[src/hw/rtl/coverage_hitcount_map_assert.svh]
// ----------------------------------------------------------------------------
// Coverage hit-count map assertion macros
// Shorthand for the concurrent checks at the end of the top level.
// ----------------------------------------------------------------------------
`ifndef COVERAGE_HITCOUNT_MAP_ASSERT_SVH
`define COVERAGE_HITCOUNT_MAP_ASSERT_SVH

// The consequent must hold in the same cycle as the antecedent.
`define CHM_ASSERT_NOW(lbl, ante, cons) \
	lbl: assert property (@(posedge clk) disable iff (!arst_n) (ante) |-> (cons)) \
		else $error("coverage_hitcount_map: same-cycle check failed");

// The consequent must hold in the cycle after the antecedent.
`define CHM_ASSERT_NEXT(lbl, ante, cons) \
	lbl: assert property (@(posedge clk) disable iff (!arst_n) (ante) |=> (cons)) \
		else $error("coverage_hitcount_map: next-cycle check failed");

`endif

[src/hw/rtl/chm_pkg.sv]
`timescale 1ns / 1ps
// ----------------------------------------------------------------------------
// Coverage hit-count map package
// Word types, queue entry type and state encodings shared by the block.
// ----------------------------------------------------------------------------
package chm_pkg;

	// Widest table address over the whole parameter range.
	localparam int ADDR_MAX_W = 24;

	localparam logic [7:0] COUNT_MAX = 8'hff;

	localparam logic CMD_RECORD = 1'b0;
	localparam logic CMD_READ   = 1'b1;

	localparam logic [1:0] CFG_MAP_ENABLED = 2'd0;
	localparam logic [1:0] CFG_MAP_PAGES   = 2'd1;

	typedef struct packed {
		logic        cmd;
		logic [63:0] edge_id;
		logic [15:0] read_index;
	} in_word_t;

	typedef struct packed {
		logic [15:0] cell_index;
		logic [7:0]  hit_count;
		logic        was_saturated;
		logic        ignored;
	} out_word_t;

	typedef enum logic [1:0] {
		OP_RECORD,
		OP_READ,
		OP_READ_ZERO,
		OP_IGNORE
	} op_kind_t;

	typedef struct packed {
		op_kind_t                kind;
		logic [ADDR_MAX_W-1:0]   addr;
		logic [15:0]             idx;
	} op_t;

	typedef enum logic [1:0] {
		FE_IDLE,
		FE_DIV,
		FE_PUSH
	} fe_state_t;

	typedef enum logic [1:0] {
		BK_CLEAR,
		BK_IDLE,
		BK_EXEC
	} bk_state_t;

endpackage

[src/hw/rtl/chm_queue.sv]
`timescale 1ns / 1ps
// ----------------------------------------------------------------------------
// Coverage hit-count map operation queue
// Two-entry queue that decouples the front end from the counter memory.
// ----------------------------------------------------------------------------
module chm_queue (
	input  logic         clk,
	input  logic         arst_n,
	input  logic         wr_valid,
	output logic         wr_ready,
	input  chm_pkg::op_t wr_data,
	output logic         rd_valid,
	input  logic         rd_ready,
	output chm_pkg::op_t rd_data
);
	chm_pkg::op_t slot_q [2];
	logic         wptr_q;
	logic         rptr_q;
	logic [1:0]   count_q;
	logic         do_wr;
	logic         do_rd;

	assign wr_ready = (count_q != 2'd2);
	assign rd_valid = (count_q != 2'd0);
	assign rd_data  = slot_q[rptr_q];
	assign do_wr    = wr_valid && wr_ready;
	assign do_rd    = rd_valid && rd_ready;

	always_ff @(posedge clk or negedge arst_n) begin
		if (!arst_n) begin
			wptr_q  <= 1'b0;
			rptr_q  <= 1'b0;
			count_q <= 2'd0;
		end else begin
			if (do_wr) begin
				wptr_q <= ~wptr_q;
			end
			if (do_rd) begin
				rptr_q <= ~rptr_q;
			end
			count_q <= count_q + 2'(do_wr) - 2'(do_rd);
		end
	end

	always_ff @(posedge clk) begin
		if (do_wr) begin
			slot_q[wptr_q] <= wr_data;
		end
	end

endmodule

[config.mk]
export PLATFORM = sky130hd
export DESIGN_NAME = chm_queue
export DESIGN_NICKNAME = d
export VERILOG_FILES = /design/src/hw/rtl/coverage_hitcount_map_assert.svh /design/src/hw/rtl/chm_pkg.sv /design/src/hw/rtl/chm_queue.sv
export SDC_FILE = /design/constraint.sdc
export NUM_CORES = 1
export LEC_CHECK = 0
export ABC_AREA = 1
export BUFFER_PORTS_ARGS = -buffer_cell sky130_fd_sc_hd__buf_2
export CAP_MARGIN = 25
export CORE_MARGIN = 3
export CORE_UTILIZATION = 55
export DETAILED_ROUTE_END_ITERATION = 10
export PLACE_DENSITY = 0.83
export SYNTH_ARGS = -nofsm -noshare
export SYNTH_HDL_FRONTEND = slang
export SYNTH_SLANG_ARGS = --single-unit
[constraint.sdc]
create_clock -name clk -period 5.8 [get_ports clk]
set_clock_uncertainty 0.05 [all_clocks]
set_input_delay 0.58 -clock clk [delete_from_list [all_inputs] [get_ports clk]]
set_output_delay 0.58 -clock clk [all_outputs]
set_load 0.05 [all_outputs]
# Word-level counts from Yosys, hierarchy flattened
# Memories as Yosys holds them, arrays and structs flattened.
# Cells that the tools add are included.
dict set report totals {
  wordCells 14
  output_inout_bits 44
  reg_bits 4
  ram_bits 84
  mem_count 1
}
dict set report op_classes {
  mux 2
  addsub 2
  n_bitwise 2
  n_reduce_logical 3
  eq_ne 1
}
# memory depth word_bits rd rd_ports_with_merged_regs write_ports line
set memory_table {}
lappend memory_table {slot_q 2 42 1 0 1 chm_queue.sv:16} ;# chm_pkg::op_t slot_q [2];
# operator count
set op_table {}
lappend op_table {{$add A2 B1 Y2} 1}
lappend op_table {{$logic_and A1 B1 Y1} 2}
lappend op_table {{$mux W1} 2}
lappend op_table {{$ne A2 B2 Y1 const B} 1}
lappend op_table {{$not A1 Y1} 2}
lappend op_table {{$reduce_bool A2 Y1} 1}
lappend op_table {{$sub A2 B1 Y2} 1}

# Depth between registers and ports, before layout
dict set report depth {
  word_depth 4
  depth_mapped 10
  mapped_depth_nobuf 10
}

# Least setup slack after synthesis
# OpenSTA, ideal clock, no wires.
dict set report synth_timing {
  path_type {register to register}
  startpoint {reg count_q[1]}
  endpoint {mem slot_q[1][0] (netlist name) (enable)}
  n_path_buf 0
  path_slack_ps 2590
  t_arrival_ps 2718
  setup_time_ps 442
  stages_incl_launch_ff 4
  cell_sequence {dfrtp_1 > nand2_1 > nand2_1 > nor2_1}
}
dict set report synth_via {
  elab_chain_cells 4
}
# element line
set synth_rtl {}
lappend synth_rtl {{start: declaration} chm_queue.sv:19} ;# logic [1:0] count_q;
lappend synth_rtl {{start signal: assignment} chm_queue.sv:41} ;# count_q <= count_q + 2'(do_wr) - 2'(do_rd);
lappend synth_rtl {{$ne A2 B2 Y1} chm_queue.sv:23} ;# assign wr_ready = (count_q != 2'd2);
lappend synth_rtl {{named net wr_ready} chm_queue.sv:10} ;# output logic wr_ready,
lappend synth_rtl {{$logic_and A1 B1 Y1} chm_queue.sv:26} ;# assign do_wr = wr_valid && wr_ready;
lappend synth_rtl {{$mux W1} chm_queue.sv:46} ;# if (do_wr) begin
lappend synth_rtl {{$mux W1 (not written as such)} chm_queue.sv:47} ;# slot_q[wptr_q] <= wr_data;
lappend synth_rtl {{end: declaration} chm_queue.sv:16}
# The timed path passes the listed nets, and every way through them passes these cells.

==> summary.txt <==
Clocking
  • Post-cts sizing count: 0
  • Clk_lat worst skew: about 340 ps
  • Reg clk slew, reported paths: 80 ps
  • H-tree depth: 3
  • Post-CTS Setup Inserts: 0
  • Sinks on Clock Net: 88
  • CTS Root Cell: clkbuf_8
  • # hold bufs at CTS: 1
  • CTS Buf Count: 9
  • CTS max path bufs: 2
  • CTS tree: done

Synth
  • Leading area contributor after synthesis: edfxtp_1
  • Flops & latches, synth: 88
  • Syn Area/Cell: 13.2 um^2
  • Netlist cell types: 10
  • Yosys warns: 0
  • Largest cells by area after synthesis: edfxtp_1 (76%), nand2_1 (16%), dfrtp_1 (3.0%), buf_6 (1.7%), buf_4 (0.91%)
  • Gate Count Post-Synth: 251
  • Sequential share of the synthesized area: about four fifths
  • Area fraction of the dominant cell type after synthesis: 76.1%
  • Syn_nets: 299
  • Post-Syn Area: 3310 um^2

Global route
  • Number of antenna violations at the first check in global routing: 0
  • Largest net degree at the start of global routing: 44
  • Vias in the first global route: 2015
  • First-pass GRT wire length: 8.94 mm
  • Remaining global-route overflow: 0
  • Global Route Usage Sum: 16.7%

Timing
  • Setup TNS: 0 ps
  • Final setup vio count: 0
  • Worst Max-Slew Pin Slew: 940 ps
  • Fmax achieved: 348 MHz
  • Max Slew Vio Count: 0
  • RSZ-0062 raised after global routing: false
  • Count of final hold-check violations: 0
  • Final setup margin: 2930 ps
  • Tmin final: 2870 ps
  • Period utilization: between 40% and 50%
  • Max_slew headroom: 37.3%

Worst hold path
  • Min-Delay Path Class: primary input to flop

Place
  • PortBufs: ~90
  • Post-DP HPWL: 3.78 mm
  • Pre-CTS setup slack: 3290 ps
  • Final Wtd Congestion: 0.769

Floorplanning
  • DIE AREA: ~7000 um^2
  • I/O pin count: 90
  • Initial core utilization: 58.4%
  • Die height: 83.6 um
  • Core box area: approximately 5700 um^2
  • Site Rows: 27
  • Die W: 83.6 um

Routing
  • Via/cell ratio: between 4 and 5
  • DRC violation count after routing: 0
  • Antenna-violating nets left: 0
  • DR vias: between 2k and 2.5k
  • Detailed Routing Iterations Pass 1: 4
  • Routed wire per std cell: 13.4 um
  • Starting DRT DRC Count: between 100 and 150
  • Total wire length: 5.67 mm

Setup path
  • Critical Path RT: 5170 ps
  • WP buf/inv: 3
  • Critical path class: flop to output pin
  • Top fanout value on the critical path: 43
  • Startpoint Class: flop
  • CP cell instances: buf_4 -> inv_6 -> nand2_1 -> nand2_1 -> buf_2
  • Max incr delay on CP: 970 ps
  • Slowest CP cell: dfrtp_1
  • CP Capture Type: output pin
  • CP top delay family: flip-flops
  • Top cell by count, worst path: nand2_1
  • Worst EP arrival: around 2200 ps

Cells and area
  • Register area: 2620 um^2
  • Layout cells sized above 1: a little under a third
  • Ant. Diodes: 0
  • Multi-input gate area: 573 um^2
  • Layout area overhead: 20.8%
  • Fill count: 382
  • Final nets: a little under 400

Run status
  • Status: complete, no violations

Run
  • Max cap viols: 0
-- cells in the mapped netlist --
| master | count |
|---|---|
| nand3_1 | 3 |
| inv_6 | 1 |
| buf_4 | 4 |
| inv_1 | 8 |
| ha_1 | 2 |
| buf_6 | 5 |
| dfrtp_1 | 4 |
| nand2_1 | 139 |
| nor2_1 | 1 |
| edfxtp_1 | 84 |
-- logic make-up after synthesis --
kind of cell	synth area share [%]
adders and majority gates	0.755
DFF	79.2
and+or+nand+nor	16.3
buffers and inverters	3.78
-- state kept, by name, indices dropped and copies added, names as in the netlist --
signal and cells:
wptr_q 1, rptr_q 1, slot_q 84, count_q 2
-- layout make-up --
class	instances	share of cell area [%]
Inverter	9	0.969
Timing Repair Buffer	93	12.4
Clock inverter	5	1.19
Sequential cell	88	65.5
Multi-Input combinational cell	145	14.3
Tap cell	72	2.25
Clock buffer	11	3.28
-- final timing paths --
check / cells after the start / slack, ps / end / startpoint
worst max-delay path: 5 / 2930 / rd_data[39] / rptr_q
max in group asynchronous: 2 / 5010 / count_q[1] / arst_n
worst min register to register: 2 / 440 / wptr_q / wptr_q
worst min-delay path: 1 / 370 / slot_q[1][33] / wr_data[33]
min in group asynchronous: 2 / 560 / wptr_q / arst_n
worst max register to register: 5 / 3820 / slot_q[0][27] / count_q[0]
-- worst reg2reg max path, cell delays in order (launching register included) --
cell and delay, ps:
dfrtp_1 390, inv_1 80, nand2_1 90, nand3_1 110, clkinv_1 500, buf_4 470
-- metrics by stage --
step           instance area, um^2  std cells  util, %  hold WS (ps)
2_1_floorplan                 3310        251        -           234
5_1_grt                       4000        423     70.5           344
4_1_cts                       4000        423     70.5           352
3_3_place_gp                  3780        405     66.7           344
6_report                      4000        423     70.5           370
3_5_place_dp                  3810        406     67.2           343
-- per-layer routing --
layer | GRT usage, % | vias up | wire length, um
met5 | 0 | - | 0
met4 | 7.46 | 0 | 126
met3 | 5.13 | 14 | 380
met2 | 30.2 | 74 | 2960
met1 | 17.7 | 922 | 2200
li1 | - | 1023 | -
-- cell usage in the layout (no fill, tap or decap), types with 3 or more instances in the layout --
cell      netlist  final
inv_1           8      7
nand2_1       139    139
buf_2           0     89
clkinv_1        0      3
nand3_1         3      3
edfxtp_1       84     84
clkbuf_8        0      9
dfrtp_1         4      4
Power is not shown: default switching activity piles up to over one toggle a cycle in this logic, so the estimate is an artifact.
