<file path="config.mk">
export PLATFORM = sky130hd
export DESIGN_NAME = chm_front
export DESIGN_NICKNAME = d
export VERILOG_FILES = /design/src/hw/rtl/coverage_hitcount_map_assert.svh /design/src/hw/rtl/chm_pkg.sv /design/src/hw/rtl/chm_front.sv
export SDC_FILE = /design/constraint.sdc
export NUM_CORES = 1
export LEC_CHECK = 0
export ABC_AREA = 0
export BUFFER_PORTS_ARGS = -buffer_cell sky130_fd_sc_hd__buf_4
export CORE_ASPECT_RATIO = 0.6
export CORE_MARGIN = 5
export CORE_UTILIZATION = 45
export CTS_CLUSTER_DIAMETER = 80
export DETAILED_ROUTE_END_ITERATION = 12
export GPL_ROUTABILITY_DRIVEN = 0
export PLACE_DENSITY_LB_ADDON = 0.08
export SYNTH_ARGS = -nofsm -noshare
export SYNTH_HDL_FRONTEND = slang
export SYNTH_SLANG_ARGS = --single-unit
</file>
<file path="constraint.sdc">
create_clock -name clk -period 3 [get_ports clk]
set_clock_uncertainty 0.15 [all_clocks]
set_input_delay 0.3 -clock clk [delete_from_list [all_inputs] [get_ports clk]]
set_output_delay 0.3 -clock clk [all_outputs]
set_load 0.02 [all_outputs]
</file>
<file path="src/hw/rtl/coverage_hitcount_map_assert.svh">
// ----------------------------------------------------------------------------
// Coverage hit-count map assertion macros
// Shorthand for the concurrent checks at the end of the top level.
// ----------------------------------------------------------------------------
`ifndef COVERAGE_HITCOUNT_MAP_ASSERT_SVH
`define COVERAGE_HITCOUNT_MAP_ASSERT_SVH

// The consequent must hold in the same cycle as the antecedent.
`define CHM_ASSERT_NOW(lbl, ante, cons) \
	lbl: assert property (@(posedge clk) disable iff (!arst_n) (ante) |-> (cons)) \
		else $error("coverage_hitcount_map: same-cycle check failed");

// The consequent must hold in the cycle after the antecedent.
`define CHM_ASSERT_NEXT(lbl, ante, cons) \
	lbl: assert property (@(posedge clk) disable iff (!arst_n) (ante) |=> (cons)) \
		else $error("coverage_hitcount_map: next-cycle check failed");

`endif

</file>
<file path="src/hw/rtl/chm_pkg.sv">
`timescale 1ns / 1ps
// ----------------------------------------------------------------------------
// Coverage hit-count map package
// Word types, queue entry type and state encodings shared by the block.
// ----------------------------------------------------------------------------
package chm_pkg;

	// Widest table address over the whole parameter range.
	localparam int ADDR_MAX_W = 24;

	localparam logic [7:0] COUNT_MAX = 8'hff;

	localparam logic CMD_RECORD = 1'b0;
	localparam logic CMD_READ   = 1'b1;

	localparam logic [1:0] CFG_MAP_ENABLED = 2'd0;
	localparam logic [1:0] CFG_MAP_PAGES   = 2'd1;

	typedef struct packed {
		logic        cmd;
		logic [63:0] edge_id;
		logic [15:0] read_index;
	} in_word_t;

	typedef struct packed {
		logic [15:0] cell_index;
		logic [7:0]  hit_count;
		logic        was_saturated;
		logic        ignored;
	} out_word_t;

	typedef enum logic [1:0] {
		OP_RECORD,
		OP_READ,
		OP_READ_ZERO,
		OP_IGNORE
	} op_kind_t;

	typedef struct packed {
		op_kind_t                kind;
		logic [ADDR_MAX_W-1:0]   addr;
		logic [15:0]             idx;
	} op_t;

	typedef enum logic [1:0] {
		FE_IDLE,
		FE_DIV,
		FE_PUSH
	} fe_state_t;

	typedef enum logic [1:0] {
		BK_CLEAR,
		BK_IDLE,
		BK_EXEC
	} bk_state_t;

endpackage

</file>
<file path="src/hw/rtl/chm_front.sv">
`timescale 1ns / 1ps
// ----------------------------------------------------------------------------
// Coverage hit-count map front end
// Accepts words, classifies them and reduces record edges modulo the map size.
// ----------------------------------------------------------------------------
module chm_front #(
	parameter int MAX_PAGES   = 16,
	parameter int PAGE_BYTES  = 4096,
	parameter int TABLE_CELLS = 65536
) (
	input  logic              clk,
	input  logic              arst_n,
	input  logic              in_valid,
	output logic              in_ready,
	input  chm_pkg::in_word_t in_data,
	input  logic              map_enabled,
	input  logic [4:0]        map_pages,
	input  logic              init_done,
	output logic              push_valid,
	input  logic              push_ready,
	output chm_pkg::op_t      push_data
);
	localparam int SW = $clog2(TABLE_CELLS + 1);
	localparam int PW = $clog2(MAX_PAGES + 1);

	chm_pkg::fe_state_t state_q, state_nx;
	chm_pkg::op_t       ent_q;
	logic [63:0]        edge_q;
	logic [SW-1:0]      rem_q;
	logic [SW-1:0]      div_q;
	logic [5:0]         bit_q;
	logic [PW-1:0]      pages_eff;
	logic [SW:0]        rem_sh;
	logic [SW-1:0]      rem_nx;
	logic               accept;

	always_comb begin
		if (map_pages == 5'd0) begin
			pages_eff = PW'(1);
		end else if (32'(map_pages) > MAX_PAGES) begin
			pages_eff = PW'(MAX_PAGES);
		end else begin
			pages_eff = PW'(map_pages);
		end
	end

	// One quotient bit per cycle of restoring remainder.
	always_comb begin
		rem_sh = {rem_q, edge_q[63]};
		if (rem_sh >= {1'b0, div_q}) begin
			rem_nx = SW'(rem_sh - {1'b0, div_q});
		end else begin
			rem_nx = SW'(rem_sh);
		end
	end

	always_comb begin
		state_nx = state_q;
		case (state_q)
			chm_pkg::FE_IDLE: begin
				if (in_valid && init_done) begin
					if (in_data.cmd == chm_pkg::CMD_READ || !map_enabled) begin
						state_nx = chm_pkg::FE_PUSH;
					end else begin
						state_nx = chm_pkg::FE_DIV;
					end
				end
			end
			chm_pkg::FE_DIV: begin
				if (bit_q == 6'd0) begin
					state_nx = chm_pkg::FE_PUSH;
				end
			end
			chm_pkg::FE_PUSH: begin
				if (push_ready) begin
					state_nx = chm_pkg::FE_IDLE;
				end
			end
			default: state_nx = chm_pkg::FE_IDLE;
		endcase
	end

	always_comb begin
		in_ready   = (state_q == chm_pkg::FE_IDLE) && init_done;
		push_valid = (state_q == chm_pkg::FE_PUSH);
		push_data  = ent_q;
	end

	assign accept = in_valid && in_ready;

	always_ff @(posedge clk or negedge arst_n) begin
		if (!arst_n) begin
			state_q <= chm_pkg::FE_IDLE;
		end else begin
			state_q <= state_nx;
		end
	end

	always_ff @(posedge clk) begin
		if (accept) begin
			edge_q <= in_data.edge_id;
			rem_q  <= '0;
			div_q  <= SW'(pages_eff * PAGE_BYTES);
			bit_q  <= 6'd63;
			if (in_data.cmd == chm_pkg::CMD_READ) begin
				ent_q.idx  <= in_data.read_index;
				ent_q.addr <= chm_pkg::ADDR_MAX_W'(in_data.read_index);
				if (32'(in_data.read_index) >= TABLE_CELLS) begin
					ent_q.kind <= chm_pkg::OP_READ_ZERO;
				end else begin
					ent_q.kind <= chm_pkg::OP_READ;
				end
			end else if (!map_enabled) begin
				ent_q.kind <= chm_pkg::OP_IGNORE;
				ent_q.idx  <= '0;
				ent_q.addr <= '0;
			end else begin
				ent_q.kind <= chm_pkg::OP_RECORD;
			end
		end else if (state_q == chm_pkg::FE_DIV) begin
			rem_q  <= rem_nx;
			edge_q <= {edge_q[62:0], 1'b0};
			bit_q  <= bit_q - 6'd1;
			if (bit_q == 6'd0) begin
				ent_q.addr <= chm_pkg::ADDR_MAX_W'(rem_nx);
				ent_q.idx  <= 16'(rem_nx);
			end
		end
	end

endmodule

</file>
# Word-level counts from Yosys, hierarchy flattened

Index checks and enable logic that the tools add are counted.

Register bits: 136
Output and inout bits: 44
Logic and storage cells: 47

Add/subtract/negate cells: 2
Order comparisons: 2
Equal/unequal tests: 6
Mux-type cells: 15
Reductions and logical operators: 13

Operators by type and width:

| kind                                                                     | number |
|---|---|
| 40-bit 2-to-1 mux                                                        | 5 |
| 64-bit 2-to-1 mux                                                        | 2 |
| 18-bit by 17-bit greater-or-equal comparator with 1-bit output           | 1 |
| 17-bit 2-to-1 mux                                                        | 1 |
| 17-bit subtractor                                                        | 1 |
| 2-bit 2-to-1 mux                                                         | 5 |
| 6-bit zero test                                                          | 1 |
| 2-bit one-hot mux with 3 select lines                                    | 1 |
| 3-bit AND reduction                                                      | 2 |
| 6-bit by 1-bit subtractor with 6-bit output (second input constant)      | 1 |
| 5-bit > comparator (second input constant)                               | 1 |
| 5-bit zero test                                                          | 1 |
| 5-bit 2-to-1 mux                                                         | 1 |
| 2-bit inequality test (second input constant)                            | 2 |
| 2-bit nonzero test                                                       | 2 |
| 1-bit logical AND                                                        | 3 |
| 3-bit inequality test (second input constant)                            | 1 |
| 2-bit by 1-bit == test with 1-bit output (second input constant)         | 1 |
| 2-bit == test (second input constant)                                    | 1 |
| 2-bit zero test                                                          | 1 |
| 2-bit by 1-bit inequality test with 1-bit output (second input constant) | 1 |
| 2-bit OR reduction                                                       | 1 |
| 1-bit zero test                                                          | 1 |
| 1-bit logical OR                                                         | 1 |

# Logic depth before layout (Yosys ltp)

Depth after elaboration: 5
Gate-level depth with buffers: 9
Depth with buffers taken out: 9

# Worst setup path before layout

OpenSTA, ideal clock, no wires.

Path type: reg-to-reg
Start: reg state_q[0]
End: reg edge_q[0] (enable)
Setup time: 0.424 ns
Data arrival time: 2.753 ns
Data required time: 2.426 ns
Slack: -0.326 ns
Stages on the path, launching flop included: 6
Path buffers: 2
Path through: dfrtp_1 nor3b_2 nand2_1 clkbuf_1 clkbuf_1 nand2_1

Longest elaborated chain between the ends: 4
Elaborated cells on any way between the ends: 5

Ends and longest elaborated chain:

| element                             | line             | RTL |
|---|---|---|
| from (decl)                         | chm_front.sv:26  | `chm_pkg::fe_state_t state_q, state_nx;` |
| from (signal assigned)              | chm_front.sv:93  | `state_q <= chm_pkg::FE_IDLE;` |
| from (signal assigned)              | chm_front.sv:95  | `state_q <= state_nx;` |
| 2-bit zero test                     | chm_front.sv:84  | `in_ready = (state_q == chm_pkg::FE_IDLE) && init_done;` |
| 1-bit logical AND                   | chm_front.sv:84  |  |
| net in_ready                        | chm_front.sv:14  | `output logic in_ready,` |
| 1-bit logical AND                   | chm_front.sv:89  | `assign accept = in_valid && in_ready;` |
| 2-bit nonzero test (no source line) | --               |  |
| to (signal assigned)                | chm_front.sv:101 | `edge_q <= in_data.edge_id;` |
| to (signal assigned)                | chm_front.sv:122 | `edge_q <= {edge_q[62:0], 1'b0};` |
| to (decl)                           | chm_front.sv:28  | `logic [63:0] edge_q;` |

The timed path passes the listed nets, and every way through them passes these cells.
A chain may end at the register's enable or synchronous reset.

# Worst setup path in the final report

Start: reg div_q[15]
End: reg ent_q (netlist bit push_data[29]) (data pin)

Longest elaborated chain between the ends: 5

Ends and longest elaborated chain:

| element                                                        | line             | RTL |
|---|---|---|
| from (decl)                                                    | chm_front.sv:30  | `logic [SW-1:0] div_q;` |
| from (signal assigned)                                         | chm_front.sv:103 | `div_q <= SW'(pages_eff * PAGE_BYTES);` |
| 18-bit by 17-bit greater-or-equal comparator with 1-bit output | chm_front.sv:50  | `if (rem_sh >= {1'b0, div_q}) begin` |
| 17-bit 2-to-1 mux                                              | chm_front.sv:50  |  |
| 40-bit 2-to-1 mux                                              | chm_front.sv:124 | `if (bit_q == 6'd0) begin` |
| 40-bit 2-to-1 mux                                              | chm_front.sv:120 | `end else if (state_q == chm_pkg::FE_DIV) begin` |
| 40-bit 2-to-1 mux                                              | chm_front.sv:100 | `if (accept) begin` |
| to (decl)                                                      | chm_front.sv:27  | `chm_pkg::op_t ent_q;` |

No other way between the ends. The select of a mux whose other input is x is not followed.

==> results.sh <==
export IMPL_arrival_ps=2350
export IMPL_peakVddDrop_mv=0.4967
export IMPL_ys_seq_area_frac=0.6166
export IMPL_clockPowerShare=0.312
export IMPL_clk_latency_ps=400
export IMPL_insertedDiodeCount=0
export IMPL_drt_iter0_markers=218
export IMPL_numCtsBuffers=17
export IMPL_initial_core_util=0.4556
export IMPL_switching_share=0.3046
export IMPL_leakage_nw=3.145
export IMPL_netlist_area_leader_share=0.5168
export IMPL_rsz0062_at_grt="no"
export IMPL_fin_crit_ps=2372
export IMPL_maxSlewHeadroom=0.5891
export IMPL_clkTransAtPathRegs_ps=50
export IMPL_place_area_um2=6072
export IMPL_rows=30
export IMPL_postRouteAntennaNets=0
export IMPL_min_path_type="primary input to register"
export IMPL_synth_ff_type="edfxtp_1"
export IMPL_die_width_um=147.6
export IMPL_rrSetupSlack_ps=630
export IMPL_outcome="finished, final reports clean"
export IMPL_route_detailed_drc=0
export IMPL_antenna_found_initial=0
export IMPL_ys_ff_latch=113
export IMPL_powerDensity_nw_per_um2=935.3
export IMPL_synth_largest_area_cell="edfxtp_1"
export IMPL_yosysWarnings=0
export IMPL_period_share=0.7907
export IMPL_syn_avg_cell_area_um2=9.740
export IMPL_synth_cells=525
export IMPL_critPathLaunchType="register"
export IMPL_crit_required_ps=2980
export IMPL_io_buffers=128
export IMPL_clockBufferDepth=2
export IMPL_synth_area_top_cells="edfxtp_1, nand2_1, dfxtp_1"
export IMPL_overflow=0
export IMPL_routed_wl_um=11580
export IMPL_dieArea_um2=13670
export IMPL_synth_edff_count=88
export IMPL_grt_pass1_wl_um=18910
export IMPL_async_reset_ff_frac=0.01770
export IMPL_num_io_pins=136
export IMPL_cp_end_kind="register"
export IMPL_stdcell_count=818
export IMPL_clkSinkCount=113
export IMPL_final_area_um2=6920
export IMPL_track_usage=0.1747
export IMPL_area_growth_synth_to_final_pct=35.33
export IMPL_drive_gt1_frac=0.2537
export IMPL_final_nets=762
export IMPL_synth_common_cells="nand2_1, edfxtp_1, buf_4, dfxtp_1, a21oi_1"
export IMPL_first_global_vias=3851
export IMPL_final_max_slew_viol_count=0
export IMPL_routedWlPerCell_um=14.16
export IMPL_dp_hpwl_um=7602
export IMPL_max_clock_freq_ghz=0.4216
export IMPL_share_comb_of_total_power=0.268
export IMPL_drt_pass1_iterations=6
export IMPL_dp_cells=761
export IMPL_synth_cell_types=36
export IMPL_fin_tns_setup_ps=0
export IMPL_max_cap_violations=0
export IMPL_cts_resized=0
export IMPL_path_class="register to register"
export IMPL_yosysMostFrequentCell="nand2_1"
export IMPL_power_internal_mw=4.501
export IMPL_p_switching_mw=1.972
export IMPL_grt_max_degree=65
export IMPL_setup_violations=0
export IMPL_clock_root_buffer="clkbuf_16"
export IMPL_core_area_um2=11220
export IMPL_worst_pin_slew_ps=616.3
export IMPL_cts_max_level=4
export IMPL_vias_per_cell=4.790
export IMPL_seqPwrFrac=0.420
export IMPL_worstPathMaxFanout=4
export IMPL_die_h_um=92.57
export IMPL_cts_tree="yes"
export IMPL_syn_area_um2=5114
export IMPL_num_vias=3918
export IMPL_hold_violations=0
[placed cells by master (no fill, tap or decap), types with 3 or more instances in the layout]
master,instances
clkbuf_16,17
ha_1,8
bufinv_16,3
clkbuf_1,3
edfxtp_1,88
buf_4,134
a21o_1,3
nand2_1,243
and2_1,3
mux2i_1,3
a21oi_1,21
xnor2_1,3
clkinv_2,4
o21ai_0,6
conb_1,7
xor2_1,3
dfxtp_1,23
dlygate4sd3_1,25
inv_1,11
o21ai_1,5
and3_1,4
nand3_1,18
nor2_1,8
[worst max-delay path: stages (launching register included)]
cell,delay (ps)
edfxtp_1,320
inv_1,40
ha_1,380
nor4b_2,250
nand4_1,200
o211ai_2,350
mux2i_1,310
a21oi_1,110
[metal layers]
layer  GRT usage  part of all wire
met1      0.2492              0.48
met3     0.05428             0.078
met2      0.2554              0.43
met4     0.05349             0.011
met5           0                 0
[kinds of logic after synthesis]
kind of cell,Yosys count,synth area share
multiplexers,4,0.008074
adder cells (fa/ha/maj),9,0.02349
AO/OA/AOI/OAI,40,0.04404
flip-flops,113,0.6166
AND/OR/NAND/NOR,291,0.2332
buffers and inverters,61,0.06362
XOR/XNOR,6,0.01028
other,1,0.0007333
[stage by stage]
| step | hold WS (ps) | utilization | setup slack (ps) | power, mW |
|---|---|---|---|---|
| after floorplan | -145.6 | - | 264.7 | 3.912 |
| after global placement | -66.04 | 0.5410 | 730.2 | 4.400 |
| after detailed placement | -66.52 | 0.5410 | 646.4 | 4.466 |
| after CTS | 0.03342 | 0.6166 | 613.3 | 6.547 |
| after global routing | 6.532 | 0.6166 | 458.0 | 6.881 |
| final | 14.30 | 0.6166 | 627.9 | 6.473 |
[power by group through the flow]
stage,Sequential (mW),Combinational (mW),Clock [mW]
final,2.72,1.73,2.02
after global routing,2.78,1.97,2.13
after CTS,2.72,1.76,2.07
after detailed placement,2.75,1.72,0
after global placement,2.72,1.68,0
after floorplan,2.74,1.17,0
[final cells by class]
class | count | area (µm²)
fill | 947 | 4303
sequential | 113 | 3153
multi-input combinational | 357 | 1668
timing repair buffer | 160 | 1276
clock buffer | 22 | 464.2
tap | 144 | 180.2
clock inverter | 10 | 133.9
inverter | 12 | 45.04
[sequential cells by signal (all words and copies together) (netlist names)]
name and count:
edge_q 64, push_data 19, rem_q 17, bit_q 6, div_q 5, state_q 2
[what timing repair did]
item	CTS	global route
endpoints found under the hold margin	26	0
hold buffers	25	0
setup buffers	0	0
[final timing paths]
path / to / depth (start not counted) / from
max: push_data[29] / 7 / div_q[15]
min: edge_q[33] / 3 / in_data[49]
max reg2reg: push_data[29] / 7 / div_q[15]
min reg2reg: rem_q[11] / 2 / rem_q[11]
max in group asynchronous: state_q[1] / 2 / arst_n
min in group asynchronous: state_q[0] / 2 / arst_n
No activity file was read; power rests on OpenSTA's default activity.
